$ cat config.mk
export PLATFORM = sky130hd
export DESIGN_NAME = oic_queue
export DESIGN_NICKNAME = d
export VERILOG_FILES = /design/src/sv/oic_pkg.sv /design/src/sv/oic_queue.sv
export SDC_FILE = /design/constraint.sdc
export NUM_CORES = 1
export LEC_CHECK = 0
export ABC_AREA = 1
export BUFFER_PORTS_ARGS = -buffer_cell sky130_fd_sc_hd__buf_2
export CAP_MARGIN = 20
export CORE_UTILIZATION = 45
export CTS_CLUSTER_SIZE = 16
export DETAILED_ROUTE_END_ITERATION = 16
export HOLD_SLACK_MARGIN = 0.12
export MAX_ROUTING_LAYER = met4
export PLACE_DENSITY = 0.73
export SLEW_MARGIN = 20
export SYNTH_ARGS = -nofsm -noshare
export SYNTH_HDL_FRONTEND = slang
export SYNTH_SLANG_ARGS = --single-unit
$ cat constraint.sdc
create_clock -name clk -period 2.8 [get_ports clk]
set_input_delay 0.14 -clock clk [delete_from_list [all_inputs] [get_ports clk]]
set_output_delay 0.14 -clock clk [all_outputs]
set_load 0.05 [all_outputs]
$ cat src/sv/oic_pkg.sv
// ----------------------------------------------------------------------------
// oic_pkg
// Shared types, constants and helpers of the invalid origin counter.
// ----------------------------------------------------------------------------
package oic_pkg;

    localparam int TABLE_DEPTH = 64;
    localparam int TOP_K       = 5;
    localparam int IDX_W       = $clog2(TABLE_DEPTH);
    localparam int CNT_W       = $clog2(TABLE_DEPTH + 1);
    localparam int RANK_W      = 3;
    localparam int QUEUE_DEPTH = 4;
    localparam int QPTR_W      = $clog2(QUEUE_DEPTH);

    localparam logic CMD_COUNT  = 1'b0;
    localparam logic CMD_REPORT = 1'b1;

    localparam logic [1:0] VS_VALID    = 2'd0;
    localparam logic [1:0] VS_INVALID  = 2'd1;
    localparam logic [1:0] VS_NOTFOUND = 2'd2;

    typedef enum logic [1:0] {
        OP_VALID,
        OP_INVALID,
        OP_NOTFOUND,
        OP_REPORT
    } op_t;

    typedef enum logic [2:0] {
        B_IDLE,
        B_LOOKUP,
        B_UPDATE,
        B_INCR,
        B_SCAN,
        B_EMIT
    } back_state_t;

    typedef struct packed {
        logic        command;
        logic [1:0]  validation_state;
        logic [31:0] origin_asn;
    } oic_req_t;

    typedef struct packed {
        logic [2:0]  rank;
        logic [31:0] top_asn;
        logic [31:0] top_count;
        logic [31:0] valid_total;
        logic [31:0] invalid_total;
        logic [31:0] notfound_total;
        logic        table_full;
        logic        last;
    } oic_result_t;

    typedef struct packed {
        op_t         op;
        logic [31:0] asn;
    } oic_job_t;

    function automatic logic [31:0] sat_inc(input logic [31:0] v);
        return (v == 32'hFFFF_FFFF) ? v : v + 32'd1;
    endfunction

endpackage

$ cat src/sv/oic_queue.sv
// ----------------------------------------------------------------------------
// oic_queue
// Short job queue between the classifying front end and the table engine.
// ----------------------------------------------------------------------------
module oic_queue (
    input  logic              clk,
    input  logic              rst_n,
    input  logic              push,
    input  oic_pkg::oic_job_t job_in,
    output logic              full,
    input  logic              pop,
    output logic              job_valid,
    output oic_pkg::oic_job_t job_out
);
    import oic_pkg::*;

    oic_job_t          slot_reg [QUEUE_DEPTH];
    logic [QPTR_W:0]   wr_ptr_reg;
    logic [QPTR_W:0]   wr_ptr_next;
    logic [QPTR_W:0]   rd_ptr_reg;
    logic [QPTR_W:0]   rd_ptr_next;
    logic              do_push;
    logic              do_pop;

    assign full      = (wr_ptr_reg[QPTR_W] != rd_ptr_reg[QPTR_W])
                    && (wr_ptr_reg[QPTR_W-1:0] == rd_ptr_reg[QPTR_W-1:0]);
    assign job_valid = (wr_ptr_reg != rd_ptr_reg);
    assign job_out   = slot_reg[rd_ptr_reg[QPTR_W-1:0]];
    assign do_push   = push && !full;
    assign do_pop    = pop && job_valid;

    always_comb
    begin
        wr_ptr_next = do_push ? wr_ptr_reg + 1'b1 : wr_ptr_reg;
        rd_ptr_next = do_pop  ? rd_ptr_reg + 1'b1 : rd_ptr_reg;
    end

    always_ff @(posedge clk or negedge rst_n)
    begin
        if (!rst_n)
        begin
            wr_ptr_reg <= '0;
            rd_ptr_reg <= '0;
        end
        else
        begin
            wr_ptr_reg <= wr_ptr_next;
            rd_ptr_reg <= rd_ptr_next;
        end
    end

    always_ff @(posedge clk)
    begin
        if (do_push)
        begin
            slot_reg[wr_ptr_reg[QPTR_W-1:0]] <= job_in;
        end
    end

endmodule

==> results of run 1 <==
## metal layers
layer	track usage	share of wire	routed length (um)
met1	0.237	0.42	4830
met2	0.329	0.51	5910
met3	0.0475	0.053	607
met4	0.0667	0.015	170
met5	-	0	0
## area by class of cell
type / instances / area, um^2
Tap cell: 147 / 184
Multi-Input combinational cell: 215 / 1110
Clock buffer: 17 / 425
Inverter: 11 / 51.3
Timing Repair Buffer: 119 / 818
Fill cell: 883 / 4960
Clock inverter: 15 / 171
Sequential cell: 142 / 4240
## where the power goes
group / leakage (nW) / switching, mW / internal [mW]
Combinational: 0.949 / 2.79 / 0.815
Clock: 0.276 / 0.834 / 1.39
Sequential: 1.32 / 0.198 / 2.82
Total: 2.55 / 3.82 / 5.03
## cell usage after synthesis
| master | number | share of area |
|---|---|---|
| o22ai_1 | 34 | 0.039 |
| nand3_4 | 2 | 0.0064 |
| nand2_1 | 21 | 0.014 |
| ha_1 | 5 | 0.011 |
| o21ai_0 | 68 | 0.062 |
| nand3_1 | 7 | 0.0064 |
| buf_4 | 2 | 0.0027 |
| inv_6 | 2 | 0.0032 |
| buf_6 | 4 | 0.0082 |
| edfxtp_1 | 136 | 0.74 |
| dfrtp_1 | 6 | 0.027 |
| nand2_4 | 2 | 0.0041 |
| clkbuf_2 | 2 | 0.0018 |
| xor2_1 | 2 | 0.0032 |
| clkbuf_1 | 5 | 0.0034 |
| inv_1 | 9 | 0.0061 |
| nor2_1 | 71 | 0.048 |
| buf_2 | 9 | 0.0082 |
| nand2_2 | 3 | 0.0034 |
## kinds of logic after synthesis
group | Yosys count
flip-flops | 142
AND/OR/NAND/NOR | 106
AO/OA/AOI/OAI | 102
buffers and inverters | 33
adder cells (fa/ha/maj) | 5
XOR/XNOR | 2
## how the worst max path moves through the flow
stage             startpoint         endpoint  slack [ns]  depth (start not counted)
4_1_cts        rd_ptr_reg[0]      job_out[29]        0.31                          4
2_1_floorplan  rd_ptr_reg[0]   slot_reg[0][0]        0.08                          6
6_report       rd_ptr_reg[0]      job_out[25]        0.31                          4
3_3_place_gp   rd_ptr_reg[0]   slot_reg[2][9]        0.55                          7
5_1_grt        rd_ptr_reg[0]      job_out[29]        0.16                          4
3_5_place_dp   rd_ptr_reg[0]  slot_reg[2][10]        0.49                          7
## worst register-to-register path, stage by stage, from the launching register on
cell and delay (ns):
dfrtp_2 0.66, inv_6 0.27, nand2_2 0.17, nand2_4 0.07, nand3_4 0.12, nand2_4 0.11, nor2_4 0.35, buf_12 0.24
## cell usage in the layout (no fill, tap or decap), drive strengths merged
master,netlist,final
buf,15,81
o21ai,68,68
nand2,26,26
nor2,71,71
dlygate4sd3,0,38
edfxtp,136,136
nand3,9,9
o22ai,34,34
inv,11,11
clkinvlp,0,5
ha,5,5
bufinv,0,3
clkinv,0,7
clkbuf,7,17
xor2,2,2
dfrtp,6,6
==> results.yml, run 1 <==
critical_path:
  ff2ff_setup_slack_ns: 0.50
  startpoint_type: "flop"
  rr_startpoint: "rd_ptr_reg[0]"
  critPathBufInv: 2
  cp_cell_sequence: "buf_4, o21ai_0, o22ai_1, buf_2"
  cp.required_ns: 2.66
  critical_path.max_fanout: 48
  worstRegToRegCells: 7
  critPathKind: "flop to primary output"
  crit_path_top_delay_cell: "dfrtp_2"
  reg2reg_to: "slot_reg[2][6]"
  endpoint_kind: "primary output"
  critPathMaxStageDelay_ns: 0.66
  critPathTopFamily: "buffers and inverters"
  cp_data_arrival_time_ns: 2.35
floorplan:
  fp.dieH_um: 113
  rows: 40
  io_pins: 74
  start_util: 0.461
  core_area_um2: 12000
  die_w_um: 113
  die_area_um2: 12700
clock_tree:
  cts-resized-gates: 0
  cts_made_buffers: 17
  cts_setup_buffers: 0
  cts_buffer_depth: 2
  cts_tree: "built"
  clk-insertion-delay-late_ns: 0.41
  cts_root_buf: "clkbuf_16"
  cts.sinks: 142
  cts_htree_levels: 4
  clkSlewWorstSetupHoldPaths_ns: 0.06
  hold_buffers: 38
detailed_routing:
  drt-vias-per-instance: 5.34
  drtAntennaViolNets: 0
  drt_iter0_drc: 340
  routedWlPerCell_um: 17.3
  vias: 3555
  dr.pass1.iters: 7
  drc: 0
  wirelength_mm: 11.5
timing:
  period_needed_ns: 2.49
  slew_violations: 0
  tns_ns: 0
  hold_ws_ns: 0.486
  setup_violations: 0
  tightest_slew_ns: 0.532
  max_freq_mhz: 402
  hold_viol_final: 0
  timing.final.crit_share: 0.888
  fin_worst_skew_ns: 0.0119
  rsz0062_at_grt: "no"
  slew_headroom: 0.645
  layout_setup_ws_ns: 0.312
layout:
  post-route-util: 0.585
  area_delta_synth_final_pct: 27.0
  nNetsFinal: 549
  design_area_um2: 7000
  drive_above_1_share: 0.239
  largest_reg_flops: 136
  antenna_cells: 0
  instances_no_fill: 666
power:
  total_leakage_power_nw: 2.55
  ir_drop_uv: 756
  p_total_mw: 8.85
  p_per_area_nw_per_um2: 1260
synthesis:
  yosys.area_share.xor_xnor: 0.00318
  netlist_instances: 390
  syn-num-nets: 433
  synth_top_family_by_area: "compound AO/OA/AOI/OAI gates"
  synth-seq-cells: 142
  synth_fa_ha_area_frac: 0.0114
  synthMuxAreaShare: 0
  synth.distinct_cells: 19
  postSynthAreaPerCell_um2: 14.1
  ys_warn_count: 0
  syn_area_um2: 5510
  yosysSeqAreaShare: 0.769
  synth_compound_area_frac: 0.100
  yosys.area_share.simple: 0.0829
placement:
  io_buffers: 73
  hpwlAfterDp_mm: 6.55
  place_area_um2: 6020
  place_ws_ns: 0.491
  dp_cells: 596
  gp_congestion: 0.810
min_path:
  hold_end: "slot_reg[0][14]"
  hp-start: "job_in[14]"
  hp-class: "input port to flop"
  min_path_cells: 2
flow_run:
  drv_cap: 0
global_routing:
  grt_use_total: 0.198
  grt_pass1_vias: 3519
  grt-ovfl-total: 0
  grt_max_degree: 71
  grt_pass1_wl_mm: 18.2
  antenna_found_initial: 0
outcome:
  status: "complete, no violations"
(Power assumes the default switching activity.)
==> run 2: changes to the inputs <==
CORE_ASPECT_RATIO = 0.5   (was not set)
==> results.yml, run 2 (same netlist as run 1, synthesis figures left out) <==
outcome:
  status: "complete, no violations"
flow_run:
  drv_cap: 0
power:
  power_frac_comb: 0.417
  p_per_area_nw_per_um2: 1240
  p_sw_frac: 0.432
  p_seq_frac: 0.346
  ir_drop_uv: 580
  clockPowerShare: 0.238
  internal_power_mw: 4.93
  total_leakage_power_nw: 2.54
  switchingPower_mw: 3.75
detailed_routing:
  routedWlPerCell_um: 16.7
  vias: 3566
  drt-vias-per-instance: 5.23
  drt_iter0_drc: 296
  wirelength_mm: 11.4
  drc: 0
  dr.pass1.iters: 5
  drtAntennaViolNets: 0
min_path:
  min_path_cells: 2
  hp-class: "input port to flop"
  hp-start: "job_in[25]"
  hold_end: "slot_reg[3][25]"
placement:
  io_buffers: 73
  gp_congestion: 0.855
  hpwlAfterDp_mm: 6.40
  place_area_um2: 6060
critical_path:
  endpoint_kind: "primary output"
  ff2ff_setup_slack_ns: 0.54
  critPathKind: "flop to primary output"
  cp_data_arrival_time_ns: 2.34
  critical_path.max_fanout: 54
  worstRegToRegCells: 7
  cp.required_ns: 2.66
  rr_startpoint: "rd_ptr_reg[0]"
  reg2reg_to: "slot_reg[0][11]"
  startpoint: "rd_ptr_reg[0]"
  startpoint_type: "flop"
floorplan:
  io_pins: 74
  core_area_um2: 11900
  die_area_um2: 12700
  rows: 28
  start_util: 0.464
  die_w_um: 158
  fp.dieH_um: 80.2
clock_tree:
  clkSlewWorstSetupHoldPaths_ns: 0.05
  clk-insertion-delay-late_ns: 0.42
  cts_root_buf: "clkbuf_16"
  cts_htree_levels: 4
  cts_buffer_depth: 2
  cts.sinks: 142
  cts-resized-gates: 0
  cts_made_buffers: 17
  cts_tree: "built"
timing:
  rsz0062_at_grt: "no"
  slew_headroom: 0.631
  period_needed_ns: 2.48
  hold_ws_ns: 0.470
  fin_worst_skew_ns: 0.00553
  tns_ns: 0
  hold_viol_final: 0
  timing.final.crit_share: 0.887
  tightest_slew_ns: 0.554
  setup_violations: 0
  slew_violations: 0
  max_freq_mhz: 403
layout:
  drive_above_1_share: 0.222
  largest_reg_flops: 136
  final_common_cell: "edfxtp_1"
  antenna_cells: 0
  nNetsFinal: 548
  most-common-layout-cells: "136 x edfxtp_1, 73 x buf_2, 68 x nor2_1, 68 x o21ai_0, 38 x dlygate4sd3_1"
  design_area_um2: 6980
  area_delta_synth_final_pct: 26.7
  fill_cells: 891
global_routing:
  grt_pass1_wl_mm: 17.4
  grt_max_degree: 71
  grt_use_total: 0.196
  antenna_found_initial: 0
  grt_pass1_vias: 3510
  grt-ovfl-total: 0
run 2: cell count changes in the layout (fill, tap and decap cells not counted), sizes merged:
cell      before  now
buf           81   80
bufinv         3    2
clkbuf        17   20
clkinv         7    8
clkinvlp       5    1
run 2: worst max-delay path by stage:
stage	end	slack, ns	depth (start not counted)
after CTS	job_out[28]	0.34	4
after detailed placement	slot_reg[0][12]	0.52	7
after global routing	job_out[1]	0.21	4
after floorplan	slot_reg[0][0]	0.08	6
final	job_out[28]	0.32	4
after global placement	slot_reg[0][8]	0.58	7
run 2: timing repair:
item | in CTS | in global routing
buffers inserted | 0 | 0
hold endpoints to repair | 148 | 0
hold buffers | 38 | 0
run 2: metrics by stage:
| stage | setup WS [ns] | utilization | power, mW | std cells |
|---|---|---|---|---|
| 2_1_floorplan | 0.0758 | - | 5.77 | 390 |
| 3_3_place_gp | 0.578 | 0.510 | 6.53 | 613 |
| 3_5_place_dp | 0.519 | 0.510 | 6.61 | 613 |
| 4_1_cts | 0.336 | 0.588 | 8.71 | 682 |
| 5_1_grt | 0.209 | 0.588 | 9.07 | 682 |
| 6_report | 0.317 | 0.588 | 8.68 | 682 |
run 2: worst max-delay path: stages (launching register included):
cell,delay [ns]
dfrtp_2,0.57
buf_4,0.54
o21ai_0,0.19
o22ai_1,0.28
buf_2,0.32
run 2: layer usage:
layer,global-route usage,part of all wire
met1,0.231,0.42
met2,0.304,0.49
met3,0.0696,0.061
met4,0.0885,0.021
met5,-,0
run 2: power groups by stage:
stage | logic, mW | registers, mW | clock network [mW]
after floorplan | 2.80 | 2.97 | 0
after global placement | 3.50 | 3.03 | 0
after detailed placement | 3.57 | 3.04 | 0
after CTS | 3.63 | 3.00 | 2.09
after global routing | 3.86 | 3.04 | 2.17
final | 3.62 | 3.00 | 2.06
run 2: final cells by class:
class                      instances  area, um^2  share of cell area
sequential                       142        4240               0.607
multi-input combinational        215        1110               0.159
clock buffer                      20         437              0.0626
clock inverter                    11         100              0.0143
tap                              165         206              0.0296
inverter                          11        51.3             0.00735
timing repair buffer             118         836               0.120
==> run 3: changes to the inputs <==
PLACE_DENSITY = 0.71   (was 0.73)
clock period = 3.1 ns   (was 2.8 ns; I/O delays follow)
==> results.yml, run 3 (same netlist as run 1, synthesis figures left out) <==
outcome:
  status: "complete, no violations"
clock_tree:
  cts_made_buffers: 17
  cts_buffer_depth: 2
  cts_tree: "built"
  cts_htree_levels: 4
  cts_root_buf: "clkbuf_16"
  clkSlewWorstSetupHoldPaths_ns: 0.06
  cts.sinks: 142
  cts_setup_buffers: 0
  clk-insertion-delay-late_ns: 0.42
power:
  p_sw_frac: 0.443
  switchingPower_mw: 3.44
  clockPowerShare: 0.228
  p_seq_frac: 0.348
  total_leakage_power_nw: 2.52
  p_per_area_nw_per_um2: 1110
  ir_drop_uv: 454
  internal_power_mw: 4.33
  power_frac_comb: 0.424
timing:
  setup_violations: 0
  period_needed_ns: 2.43
  slew_violations: 0
  hold_viol_final: 0
  fin_worst_skew_ns: 0.00872
  rsz0062_at_grt: "no"
  hold_ws_ns: 0.491
  slew_headroom: 0.561
  tightest_slew_ns: 0.658
  max_freq_mhz: 411
  timing.final.crit_share: 0.785
  tns_ns: 0
layout:
  drive_above_1_share: 0.237
  largest_reg_flops: 136
  seqCellArea_um2: 4240
  multi_input_area_um2: 1110
  final_common_cell: "edfxtp_1"
  post-route-util: 0.588
  most-common-layout-cells: "136 x edfxtp_1, 73 x buf_2, 68 x nor2_1, 68 x o21ai_0, 38 x dlygate4sd3_1"
  fill_cells: 907
  area_delta_synth_final_pct: 26.8
  antenna_cells: 0
  nNetsFinal: 549
critical_path:
  critical_path.max_fanout: 22
  cp.required_ns: 2.94
  cp_cell_sequence: "buf_4, o21ai_0, o22ai_1, buf_2"
  ff2ff_setup_slack_ns: 0.77
  cp_data_arrival_time_ns: 2.28
  critPathMaxStageDelay_ns: 0.76
  endpoint_kind: "primary output"
  critPathKind: "flop to primary output"
  startpoint_type: "flop"
  crit_path_top_delay_cell: "dfrtp_1"
detailed_routing:
  drt_iter0_drc: 302
  vias: 3561
  drc: 0
  routedWlPerCell_um: 16.5
  drt-vias-per-instance: 5.21
  drtAntennaViolNets: 0
  dr.pass1.iters: 9
  wirelength_mm: 11.3
global_routing:
  grt_use_total: 0.196
  use_met2: 0.315
  antenna_found_initial: 0
  grt_pass1_vias: 3591
  grt-ovfl-total: 0
  grt_max_degree: 54
  grt_pass1_wl_mm: 17.6
  grt.busiest_layer: "met2"
  use_met1: 0.234
  use_met3: 0.0453
floorplan:
  rows: 28
  die_area_um2: 12700
  fp.dieH_um: 80.2
  die_w_um: 158
  start_util: 0.464
  core_area_um2: 11900
  io_pins: 74
placement:
  hpwlAfterDp_mm: 6.56
  gp_congestion: 0.812
  io_buffers: 73
min_path:
  hp-class: "input port to flop"
flow_run:
  drv_cap: 0
[run 3: cell types whose count changed in the layout (fill, tap and decap cells not counted), sizes merged]
| cell | before | now |
|---|---|---|
| inv | 11 | 14 |
| bufinv | 2 | 0 |
| clkbuf | 20 | 18 |
| clkinv | 8 | 5 |
| clkinvlp | 1 | 6 |
| buf | 80 | 81 |
[run 3: worst paths after layout]
kind,start,end,depth (start not counted)
setup / recovery,rd_ptr_reg[1],job_out[15],4
hold / removal,job_in[26],slot_reg[3][26],2
setup reg to reg,rd_ptr_reg[1],slot_reg[0][33],7
hold reg to reg,rd_ptr_reg[2],rd_ptr_reg[2],2
max in group asynchronous,rst_n,rd_ptr_reg[0],3
min in group asynchronous,rst_n,wr_ptr_reg[1],3
[run 3: power by group through the flow]
| stage | clock (mW) | sequential (mW) | combinational [mW] |
|---|---|---|---|
| after floorplan | 0 | 2.68 | 2.53 |
| after global placement | 0 | 2.72 | 3.23 |
| after detailed placement | 0 | 2.74 | 3.26 |
| after CTS | 1.80 | 2.70 | 3.32 |
| after global routing | 1.87 | 2.73 | 3.53 |
| final | 1.78 | 2.71 | 3.29 |
[run 3: final cells by class]
type | instances | share of cell area
Clock inverter | 14 | 0.0134
Multi-Input combinational cell | 215 | 0.159
Sequential cell | 142 | 0.606
Inverter | 11 | 0.00735
Clock buffer | 18 | 0.0614
Timing Repair Buffer | 119 | 0.123
Tap cell | 165 | 0.0296
[run 3: repair_timing]
action | CTS | global route
hold buffers | 38 | 0
resized for setup | 0 | 0
setup endpoints to repair | 0 | 0
endpoints found under the hold margin | 148 | 0
[run 3: critical path: cells and delay by family, from the launching register on]
family / cells / cell delay, ns
DFF: 1 / 0.76
buffers and inverters: 2 / 0.69
AOI/OAI and AO/OA: 2 / 0.41
[run 3: through the flow]
stage | cells | total power [mW] | area (um^2) | setup WS [ns]
finish | 684 | 7.77 | 6980 | 0.666
global route | 684 | 8.13 | 6980 | 0.559
CTS | 684 | 7.82 | 6980 | 0.649
detailed placement | 614 | 6.00 | 6080 | 0.757
global placement | 614 | 5.95 | 6080 | 0.866
floorplan | 390 | 5.21 | 5510 | 0.376
[run 3: routing by layer]
metal | vias to the layer above | part of all wire
met5 | - | 0
met4 | 0 | 0.013
met3 | 16 | 0.048
met2 | 109 | 0.50
met1 | 1758 | 0.44
li1 | 1678 | -
