## src/sv/oic_pkg.sv

```systemverilog
// ----------------------------------------------------------------------------
// oic_pkg
// Shared types, constants and helpers of the invalid origin counter.
// ----------------------------------------------------------------------------
package oic_pkg;

    localparam int TABLE_DEPTH = 64;
    localparam int TOP_K       = 5;
    localparam int IDX_W       = $clog2(TABLE_DEPTH);
    localparam int CNT_W       = $clog2(TABLE_DEPTH + 1);
    localparam int RANK_W      = 3;
    localparam int QUEUE_DEPTH = 4;
    localparam int QPTR_W      = $clog2(QUEUE_DEPTH);

    localparam logic CMD_COUNT  = 1'b0;
    localparam logic CMD_REPORT = 1'b1;

    localparam logic [1:0] VS_VALID    = 2'd0;
    localparam logic [1:0] VS_INVALID  = 2'd1;
    localparam logic [1:0] VS_NOTFOUND = 2'd2;

    typedef enum logic [1:0] {
        OP_VALID,
        OP_INVALID,
        OP_NOTFOUND,
        OP_REPORT
    } op_t;

    typedef enum logic [2:0] {
        B_IDLE,
        B_LOOKUP,
        B_UPDATE,
        B_INCR,
        B_SCAN,
        B_EMIT
    } back_state_t;

    typedef struct packed {
        logic        command;
        logic [1:0]  validation_state;
        logic [31:0] origin_asn;
    } oic_req_t;

    typedef struct packed {
        logic [2:0]  rank;
        logic [31:0] top_asn;
        logic [31:0] top_count;
        logic [31:0] valid_total;
        logic [31:0] invalid_total;
        logic [31:0] notfound_total;
        logic        table_full;
        logic        last;
    } oic_result_t;

    typedef struct packed {
        op_t         op;
        logic [31:0] asn;
    } oic_job_t;

    function automatic logic [31:0] sat_inc(input logic [31:0] v);
        return (v == 32'hFFFF_FFFF) ? v : v + 32'd1;
    endfunction

endpackage

```

## src/sv/oic_front.sv

```systemverilog
// ----------------------------------------------------------------------------
// oic_front
// Takes requests, classifies them and tracks whether events are pending.
// ----------------------------------------------------------------------------
module oic_front (
    input  logic              clk,
    input  logic              rst_n,
    input  logic              start,
    input  logic              full,
    input  oic_pkg::oic_req_t request,
    output logic              push,
    output oic_pkg::oic_job_t job
);
    import oic_pkg::*;

    logic pending_reg;
    logic pending_next;
    logic accept;

    assign accept = start && !full;

    always_ff @(posedge clk or negedge rst_n)
    begin
        if (!rst_n)
        begin
            pending_reg <= 1'b0;
        end
        else
        begin
            pending_reg <= pending_next;
        end
    end

    always_comb
    begin
        pending_next = pending_reg;
        push         = 1'b0;
        job.op       = OP_VALID;
        job.asn      = request.origin_asn;
        if (accept)
        begin
            case (request.command)
                CMD_REPORT:
                begin
                    // a report with nothing new is dropped here
                    push         = pending_reg;
                    job.op       = OP_REPORT;
                    pending_next = 1'b0;
                end
                default:
                begin
                    pending_next = 1'b1;
                    case (request.validation_state)
                        VS_VALID:
                        begin
                            push   = 1'b1;
                            job.op = OP_VALID;
                        end
                        VS_INVALID:
                        begin
                            push   = 1'b1;
                            job.op = OP_INVALID;
                        end
                        VS_NOTFOUND:
                        begin
                            push   = 1'b1;
                            job.op = OP_NOTFOUND;
                        end
                        default:
                        begin
                            push = 1'b0;
                        end
                    endcase
                end
            endcase
        end
    end

endmodule

```

## config.mk

```make
export PLATFORM = sky130hd
export DESIGN_NAME = oic_front
export DESIGN_NICKNAME = d
export VERILOG_FILES = /design/src/sv/oic_pkg.sv /design/src/sv/oic_front.sv
export SDC_FILE = /design/constraint.sdc
export NUM_CORES = 1
export LEC_CHECK = 0
export CORE_AREA = 4 4 41 43
export CTS_BUF_LIST = sky130_fd_sc_hd__clkbuf_2
export CTS_CLUSTER_SIZE = 16
export DETAILED_ROUTE_END_ITERATION = 8
export DIE_AREA = 0 0 45 47
export DONT_BUFFER_PORTS = 1
export MAX_ROUTING_LAYER = met4
export SYNTH_ARGS = -nofsm -noshare
export SYNTH_HDL_FRONTEND = slang
export SYNTH_SLANG_ARGS = --single-unit
export TNS_END_PERCENT = 5
```

## constraint.sdc

```tcl
create_clock -name clk -period 0.9 [get_ports clk]
set_input_delay 0.135 -clock clk [delete_from_list [all_inputs] [get_ports clk]]
set_output_delay 0.135 -clock clk [all_outputs]
set_load 0.005 [all_outputs]
```

==> metrics.md, run 1 <==
| Metric | Value |
|---|---|
| Compound-Gate Fraction of Synth Area | `5.60%` |
| Pre-CTS WS | `94.6 ps` |
| Overall Global Routing Usage | `2.76%` |
| Post-detail-place hpwl | `358 um` |
| Largest net degree at the start of global routing | `5` |
| Cell count after synthesis | `42` |
| # DRC | `0` |
| Multiplexer area fraction after synthesis | `4.48%` |
| Top Ports | `74` |
| Vias in the first global route | `102` |
| FP Rows | `13` |
| P per Cell Area | `747 mW/mm^2` |
| Chip Width | `45 um` |
| Hold crit path type | `input port to output port` |
| Die Height | `47 um` |
| Fin crit share | `85.9%` |
| Worst setup SP type | `flop` |
| PostCTS Resize Cnt | `0` |
| Mapped cell area | `335 sq um` |
| Metal3 WL | `175 um` |
| Vias/cell | `4.04` |
| Final Total Pwr | `92.5 uW` |
| Final setup fails | `0` |
| Status | `complete, no violations` |
| Share of cells above drive strength 1 | `18.2%` |
| Least-Margin Pin Slew | `298 ps` |
| Crit path buf inv count | `0` |
| Most frequent cells in the layout | `2 x nand2b_1, 2 x a21oi_1` |
| Placed Area | `114 sq um` |
| Slew HR | `80.0%` |
| Post CTS Setup Buffer Count | `0` |
| Arrival @ worst endpoint | `640 ps` |
| Endpoint class of the critical path | `output port` |
| Top delay family on crit path | `flip-flops` |
| Leakage power | `0.0491 nW` |
| Final setup TNS | `0 ps` |
| Total routed wirelength | `413 um` |
| Max-Cap Viols | `0` |
| Global-route wire length before repair | `434 um` |
| Post-route cell area | `124 sq um` |
| Synth Net Count | `81` |
| Final Hold Viols | `0` |
| Starting density of the core | `25.8%` |
| Worst-skew pair later-pin latency | `0 ps` |
| Slew Viols, Final | `0` |
| Flop2flop setup slack | `170 ps` |
| Netlist cell types | `9` |
| Top Metal Used | `met4` |
| Synth Area in XOR/XNOR | `0%` |
| Min Tclk post-route | `773 ps` |
| Via count | `105` |
| # fillers | `156` |
| Largest family of logic cells by synthesized area | `buffers and inverters` |
| Area grow syn2layout | `-63.1%` |
| Setup Skew | `0 ps` |
| Syn avg cell area | `7.98 sq um` |
| Critical-path top delay cell | `dfrtp_1` |
| Routability cong. | `0.504` |
| Grt ovf | `0` |
| Max FFs per register | `1` |
| Crit Path Category | `flop to output port` |
| Crit path cell chain | `nor2b_1 -> a311oi_1` |
| Wl on met1 | `67 um` |
| Initial antenna violation count | `0` |
| Synthesized flop and latch total | `1` |
| Simple-Gate Fraction of Synth Area | `9.70%` |
| Syn. warnings | `0` |
| Initial DRC Count | `0` |
| Req. time, crit path | `760 ps` |
| Setup WS post-layout | `127 ps` |
| I/O Buffers | `0` |
| CP Max Fanout | `2` |
| Worst path max stage delay | `320 ps` |
| Synth Area in Adders | `0%` |
| DR WL/cell | `15.9 um` |
| Clk slew on worst S/H paths | `0 ps` |
| Core area | `0.00130 sq mm` |
| Worst VDD drop | `0.100 mV` |
| Routed wl met2 | `154 um` |
| Router iterations before antenna repair | `1` |
| Die Area | `0.00212 sq mm` |
| FMAX | `1290 MHz` |
| Antenna cells | `0` |
| Unrepaired setup endpoints after global routing | `no` |
| Antenna-violating nets left | `0` |
| Nets | `52` |
| Post-synthesis sequential area ratio | `7.46%` |
kinds of logic (layout without fill, tap and decap cells):
group | after synthesis | after routing
muxes | 1 | 1
AOI/OAI and AO/OA | 3 | 3
and+or+nand+nor | 4 | 4
buffers and inverters | 33 | 2
DFF | 1 | 1
worst paths after layout:
check | startpoint | endpoint | cells past startpoint
worst max-delay path | pending_reg$_DFFE_PN0P_ | push | 2
worst min-delay path | request[10] | job[10] | 0
worst max register to register | pending_reg$_DFFE_PN0P_ | pending_reg$_DFFE_PN0P_ | 1
worst min register to register | pending_reg$_DFFE_PN0P_ | pending_reg$_DFFE_PN0P_ | 1
max in group asynchronous | rst_n | pending_reg$_DFFE_PN0P_ | 1
min in group asynchronous | rst_n | pending_reg$_DFFE_PN0P_ | 1
where the power goes:
| group | internal, mW | switching (mW) | leakage [nW] |
|---|---|---|---|
| logic | 0.0231 | 0.0138 | 0.0374 |
| registers | 0.0525 | 0.00313 | 0.0117 |
| clock network | 0 | 0 | 0 |
| total | 0.0756 | 0.0170 | 0.0491 |
metal layers:
layer / global-route usage (%) / up-vias
met5: - / -
met4: 2.34 / 0
met3: 4.98 / 4
met2: 3.95 / 17
met1: 0.676 / 47
li1: - / 37
through the flow:
step,hold WS (ps),util [%],std cells
CTS,270,9.52,26
global placement,-161,8.75,25
floorplan,-161,-,42
finish,270,9.52,26
detailed placement,-161,8.75,25
global route,270,9.52,26
synthesized netlist by cell type:
| master | instances | share of area, % |
|---|---|---|
| nor2b_1 | 1 | 1.9 |
| buf_4 | 32 | 72 |
| a21oi_1 | 2 | 3.0 |
| nand2b_4 | 1 | 4.1 |
| inv_1 | 1 | 1.1 |
| a311oi_1 | 1 | 2.6 |
| dfrtp_1 | 1 | 7.5 |
| mux2_4 | 1 | 4.5 |
| nand2b_1 | 2 | 3.7 |
layout make-up:
cell class | instances | area [sq um] | share of cell area, %
timing repair buffer | 1 | 10.0 | 8.08
tap | 15 | 18.8 | 15.2
inverter | 1 | 3.75 | 3.03
multi-input combinational | 8 | 66.3 | 53.5
sequential | 1 | 25.0 | 20.2
what timing repair did:
action,4_1_cts,5_1_grt
endpoints found under the setup margin,0,0
hold endpoints to repair,1,0
hold buffers,1,0
Power figures use the tool's default switching activity.
==> run 2, diff against run 1 <==
--- a/config.mk
+++ b/config.mk
@@ -5,13 +5,14 @@
 export SDC_FILE = /design/constraint.sdc
 export NUM_CORES = 1
 export LEC_CHECK = 0
-export CORE_AREA = 4 4 41 43
+export BUFFER_PORTS_ARGS = -buffer_cell sky130_fd_sc_hd__buf_2
+export CORE_AREA = 4 4 44 46
 export CTS_BUF_LIST = sky130_fd_sc_hd__clkbuf_2
 export CTS_CLUSTER_SIZE = 16
 export DETAILED_ROUTE_END_ITERATION = 8
-export DIE_AREA = 0 0 45 47
-export DONT_BUFFER_PORTS = 1
+export DIE_AREA = 0 0 48 50
 export MAX_ROUTING_LAYER = met4
+export PLACE_DENSITY = 0.75
 export SYNTH_ARGS = -nofsm -noshare
 export SYNTH_HDL_FRONTEND = slang
 export SYNTH_SLANG_ARGS = --single-unit
==> run 2 against run 1 <==
Cell count up 38%. Utilization grew 2.2 points. Register-to-register slack is essentially flat. Via count is 15% higher. Total power increased by 26%. Wire length is 0.97% lower. Clock skew unchanged. Setup slack worse by 94 ps. Combinational power is 63% higher. Largest cell class unchanged.
==> metrics.md, run 2 (synthesis gave the netlist of run 1 again) <==
| Metric | Value |
|---|---|
| Status | `complete, no violations` |
| R2r startpoint | `pending_reg$_DFFE_PN0P_` |
| Global-route wire length before repair | `579 um (+33%)` |
| Overall Global Routing Usage | `3.17% (+0.40 points)` |
| Max FFs per register | `1 (unchanged)` |
| Worst VDD drop | `0.142 mV (+41%)` |
| Setup Skew | `0 ps (unchanged)` |
| Largest net degree at the start of global routing | `5 (unchanged)` |
| FP Rows | `14 (+1)` |
| Least-Margin Pin Slew | `184 ps (-114 ps)` |
| Die Height | `50 um (+6.4%)` |
| Hold path depth | `0 (unchanged)` |
| Slew HR | `87.7% (+7.7 points)` |
| Fin crit share | `96.3% (+10 points)` |
| Max-Cap Viols | `0 (unchanged)` |
| Nets | `61 (+17%)` |
| Router iterations before antenna repair | `3 (+2)` |
| Worst hold start | `request[0]` |
| Hold crit path type | `input port to output port` |
| P per Cell Area | `662 mW/mm^2 (-11%)` |
| # DRC | `0 (unchanged)` |
| Final setup TNS | `0 ps (unchanged)` |
| Via count | `121 (+15%)` |
| # fillers | `175 (+12%)` |
| Area grow syn2layout | `-47.4%` |
| Pre-CTS WS | `20.1 ps (-74.5 ps)` |
| Commonest non-fill, non-tap cell in the layout | `buf_2` |
| Routability cong. | `0.634 (+26%)` |
| Grt ovf | `0 (unchanged)` |
| Final Hold Viols | `0 (unchanged)` |
| CP Max Fanout | `4 (+2)` |
| Vias in the first global route | `113 (+11%)` |
| Crit Path Category | `input port to output port` |
| Unrepaired setup endpoints after global routing | `no` |
| Initial antenna violation count | `0 (unchanged)` |
| Initial DRC Count | `2 (+2)` |
| Antenna cells | `0 (unchanged)` |
| Hold Path Sink | `job[0]` |
| Share of cells above drive strength 1 | `55.0% (+37 points)` |
| Antenna-violating nets left | `0 (unchanged)` |
| Reg2reg end | `pending_reg$_DFFE_PN0P_` |
| Vias/cell | `3.36 (-17%)` |
| Worst setup SP type | `input port` |
| Arrival @ worst endpoint | `730 ps (+90 ps)` |
| Core area | `0.00151 sq mm (+16%)` |
| Slew Viols, Final | `0 (unchanged)` |
| Flop2flop setup slack | `160 ps (about the same)` |
| FMAX | `1150 MHz (-11%)` |
| I/O Buffers | `9 (+9)` |
| Endpoint class of the critical path | `output port` |
| Leakage power | `0.0901 nW (+83%)` |
| Min Tclk post-route | `867 ps (+93.8 ps)` |
| Post CTS Setup Buffer Count | `0 (unchanged)` |
| Setup WS post-layout | `33.1 ps (-93.8 ps)` |
| DR WL/cell | `11.4 um (-28%)` |
| Top Ports | `74 (unchanged)` |
| Worst r2r path cells | `1 (unchanged)` |
| Most frequent cells in the layout | `8 x buf_2, 2 x nand2b_1, 2 x a21oi_1` |
| Worst-skew pair later-pin latency | `0 ps (unchanged)` |
| Die Area | `0.00240 sq mm (+13%)` |
| Starting density of the core | `22.3% (-3.5 points)` |
| Req. time, crit path | `760 ps (about the same)` |
| Final setup fails | `0 (unchanged)` |
| Chip Width | `48 um (+6.7%)` |
| Total routed wirelength | `409 um (-0.97%)` |
[run 2: what timing repair did]
| action | in CTS | in global routing |
|---|---|---|
| resized for setup | 0 | 1 |
| hold buffers | 1 | 0 |
| endpoints found under the hold margin | 1 | 0 |
| endpoints found under the setup margin | 0 | 1 |
[run 2: final cells by class]
class | instances | area, sq um | area share (%)
flip-flops and latches | 1 | 25.0 | 14.2
well taps | 16 | 20.0 | 11.3
repair buffers | 10 | 61.3 | 34.8
multi-input cells | 8 | 66.3 | 37.6
inverters | 1 | 3.75 | 2.13
[run 2: critical path, cell delays in order]
cell      delay (ps)
buf_6             90
nand2b_4         140
a311oi_1         220
buf_2            150
[run 2: how the worst max path moves through the flow]
| stage | depth (start not counted) | start | slack, ps | endpoint |
|---|---|---|---|---|
| 6_report | 4 | full | 30 | push |
| 5_1_grt | 4 | full | 2 | push |
| 4_1_cts | 4 | full | 20 | push |
| 3_5_place_dp | 4 | full | 20 | push |
| 3_3_place_gp | 4 | full | 20 | push |
| 2_1_floorplan | 2 | pending_reg$_DFFE_PN0P_ | 170 | push |
[run 2: power by group]
part | switching [mW] | internal [mW] | total [mW] | leakage, nW
clock | 0 | 0 | 0 | 0
sequential | 0.00388 | 0.0525 | 0.0564 | 0.0117
combinational | 0.0214 | 0.0389 | 0.0603 | 0.0784
[run 2: metal layers]
layer  part of all wire (%)  global-route usage, %
met1                     30                   2.99
met2                     48                   5.07
met3                     21                   1.82
met4                   0.98                   1.35
met5                      0                      -
[run 2: stage by stage]
stage,power (mW),cell area [sq um],hold WS [ps],instances,util (%)
3_5_place_dp,0.111,160,-88.0,35,10.6
3_3_place_gp,0.110,160,-89.6,35,10.6
6_report,0.117,176,270,36,11.7
4_1_cts,0.115,170,270,36,11.3
2_1_floorplan,0.200,335,-161,42,-
5_1_grt,0.125,176,270,36,11.7
==> run 3, diff against run 2 <==
--- a/config.mk
+++ b/config.mk
@@ -13,6 +13,7 @@
 export DIE_AREA = 0 0 48 50
 export MAX_ROUTING_LAYER = met4
 export PLACE_DENSITY = 0.75
+export RECOVER_POWER = 100
 export SYNTH_ARGS = -nofsm -noshare
 export SYNTH_HDL_FRONTEND = slang
 export SYNTH_SLANG_ARGS = --single-unit
==> run 3 against run 2 <==
Via count did not move. Final area fell by 1.4%. Global-route usage stayed put. Total power down 0.65%. Utilization fell by 0.17 points. Sequential cell count stayed put. Combinational power fell by 1%. First-iteration DRC count is the same. Clock skew stayed put. Sequential share of layout area increased by 0.20 points. Wire length rose by 0.98%. Critical path type unchanged. Critical endpoint unchanged. Highest routed layer unchanged.
==> metrics.md, run 3 (synthesis gave the netlist of run 1 again) <==
| Metric | Value |
|---|---|
| Status | `complete, no violations` |
| Via count | `121 (unchanged)` |
| Final setup fails | `0 (unchanged)` |
| Router iterations before antenna repair | `3 (unchanged)` |
| # DRC | `0 (unchanged)` |
| FMAX | `1150 MHz (about the same)` |
| CP Max Fanout | `4 (unchanged)` |
| Min Tclk post-route | `867 ps (-0.0940 ps)` |
| Leakage power | `0.0823 nW (-8.7%)` |
| Endpoint class of the critical path | `output port` |
| P per Cell Area | `667 mW/mm^2 (+0.77%)` |
| Largest net degree at the start of global routing | `5 (unchanged)` |
| Most frequent cells in the layout | `6 x buf_2, 2 x nand2b_1, 2 x a21oi_1, 2 x clkbuf_1` |
| Chip Width | `48 um (unchanged)` |
| Max-Cap Viols | `0 (unchanged)` |
| Crit path cell chain | `buf_6 -> nand2b_4 -> a311oi_1 -> buf_2` |
| Share of cells above drive strength 1 | `45.0% (-10 points)` |
| Die Height | `50 um (unchanged)` |
| Antenna cells | `0 (unchanged)` |
| Req. time, crit path | `760 ps (about the same)` |
| Starting density of the core | `22.3% (unchanged)` |
| FP Rows | `14 (unchanged)` |
| Reg power frac | `48.6% (+0.3 points)` |
| # fillers | `176 (+0.57%)` |
| Gate power share | `51.4% (-0.3 points)` |
| Initial antenna violation count | `0 (unchanged)` |
| Critical-path top delay cell | `a311oi_1` |
| Arrival @ worst endpoint | `730 ps (about the same)` |
| Final Hold Viols | `0 (unchanged)` |
| Routability cong. | `0.634 (unchanged)` |
| Vias in the first global route | `113 (unchanged)` |
| Post CTS Setup Buffer Count | `0 (unchanged)` |
| Post-route cell area | `174 sq um (-1.4%)` |
| Initial DRC Count | `2 (unchanged)` |
| Grt ovf | `0 (unchanged)` |
| Switch share | `22.1% (+0.44 points)` |
| Overall Global Routing Usage | `3.17% (unchanged)` |
| Least-Margin Pin Slew | `184 ps (-0.000477 ps)` |
| DR WL/cell | `11.5 um (+0.98%)` |
| Crit Path Category | `input port to output port` |
| Post-layout util | `11.5% (-0.17 points)` |
| Worst VDD drop | `0.141 mV (-0.63%)` |
| Final setup TNS | `0 ps (unchanged)` |
| Psw | `25.6 uW (+1.3%)` |
| Slew HR | `87.7% (about the same)` |
| Hold crit path type | `input port to output port` |
| Global-route wire length before repair | `579 um (unchanged)` |
| Max FFs per register | `1 (unchanged)` |
| Total routed wirelength | `413 um (+0.98%)` |
| Antenna-violating nets left | `0 (unchanged)` |
| Unrepaired setup endpoints after global routing | `no` |
| Fin crit share | `96.3% (about the same)` |
| Nets | `61 (unchanged)` |
| Top Ports | `74 (unchanged)` |
| Worst setup SP type | `input port` |
| Worst path max stage delay | `220 ps (about the same)` |
| Internal power | `90.3 uW (-1.2%)` |
| Top delay family on crit path | `buffers and inverters` |
| Worst-skew pair later-pin latency | `0 ps (unchanged)` |
| Setup Skew | `0 ps (unchanged)` |
| Vias/cell | `3.36 (unchanged)` |
| Core area | `0.00151 sq mm (unchanged)` |
| I/O Buffers | `9 (unchanged)` |
| Area grow syn2layout | `-48.1%` |
| Final std cells w/o fill | `36 (unchanged)` |
| Crit path buf inv count | `2 (unchanged)` |
| Placed Cells | `35 (unchanged)` |
| Clk pwr share | `0% (unchanged)` |
| Die Area | `0.00240 sq mm (unchanged)` |
| Commonest non-fill, non-tap cell in the layout | `buf_2` |
| Slew Viols, Final | `0 (unchanged)` |
| Placed Area | `160 sq um (unchanged)` |
run 3: cell types whose count changed in the layout (fill, tap and decap cells not counted):
cell,previous run,this run
buf_2,8,6
clkbuf_1,0,2
run 3: timing repair:
item / CTS / global route
endpoints found under the hold margin: 1 / 0
resized for setup: 0 / 1
hold buffers: 1 / 0
setup endpoints to repair: 0 / 1
run 3: power groups by stage:
stage / Sequential [mW] / Clock (mW) / Combinational [mW]
after detailed placement: 0.0564 / 0 / 0.0549
after CTS: 0.0564 / 0 / 0.0583
after global routing: 0.0577 / 0 / 0.0661
after global placement: 0.0562 / 0 / 0.0537
after floorplan: 0.0550 / 0 / 0.145
final: 0.0564 / 0 / 0.0596
run 3: routing by layer:
layer,part of all wire (%),up-vias,global-route usage (%)
met3,21,2,1.82
met1,30,58,2.99
met5,0,-,-
li1,-,55,-
met4,0.97,0,1.35
met2,47,6,5.07
run 3: path summary, 6_finish.rpt:
kind                                              start                      end  slack (ps)  cells past startpoint
min in group asynchronous                         rst_n  pending_reg$_DFFE_PN0P_         440                      2
worst max-delay path                               full                     push          30                      4
max in group asynchronous                         rst_n  pending_reg$_DFFE_PN0P_         370                      2
worst min register to register  pending_reg$_DFFE_PN0P_  pending_reg$_DFFE_PN0P_         510                      1
worst max register to register  pending_reg$_DFFE_PN0P_  pending_reg$_DFFE_PN0P_         160                      1
worst min-delay path                         request[0]                   job[0]         270                      0
run 3: layout make-up:
| cell class | count | area [sq um] | area share, % |
|---|---|---|---|
| Multi-Input combinational cell | 8 | 66.3 | 38.1 |
| Timing Repair Buffer | 10 | 58.8 | 33.8 |
| Sequential cell | 1 | 25.0 | 14.4 |
| Tap cell | 16 | 20.0 | 11.5 |
| Inverter | 1 | 3.75 | 2.16 |
run 3: per-stage QoR:
step,power (mW),worst slack (ps),hold slack (ps)
after floorplan,0.200,170,-161
after global placement,0.110,23.5,-89.6
after detailed placement,0.111,20.1,-88.0
after CTS,0.115,19.9,270
after global routing,0.124,1.74,270
final,0.116,33.2,270
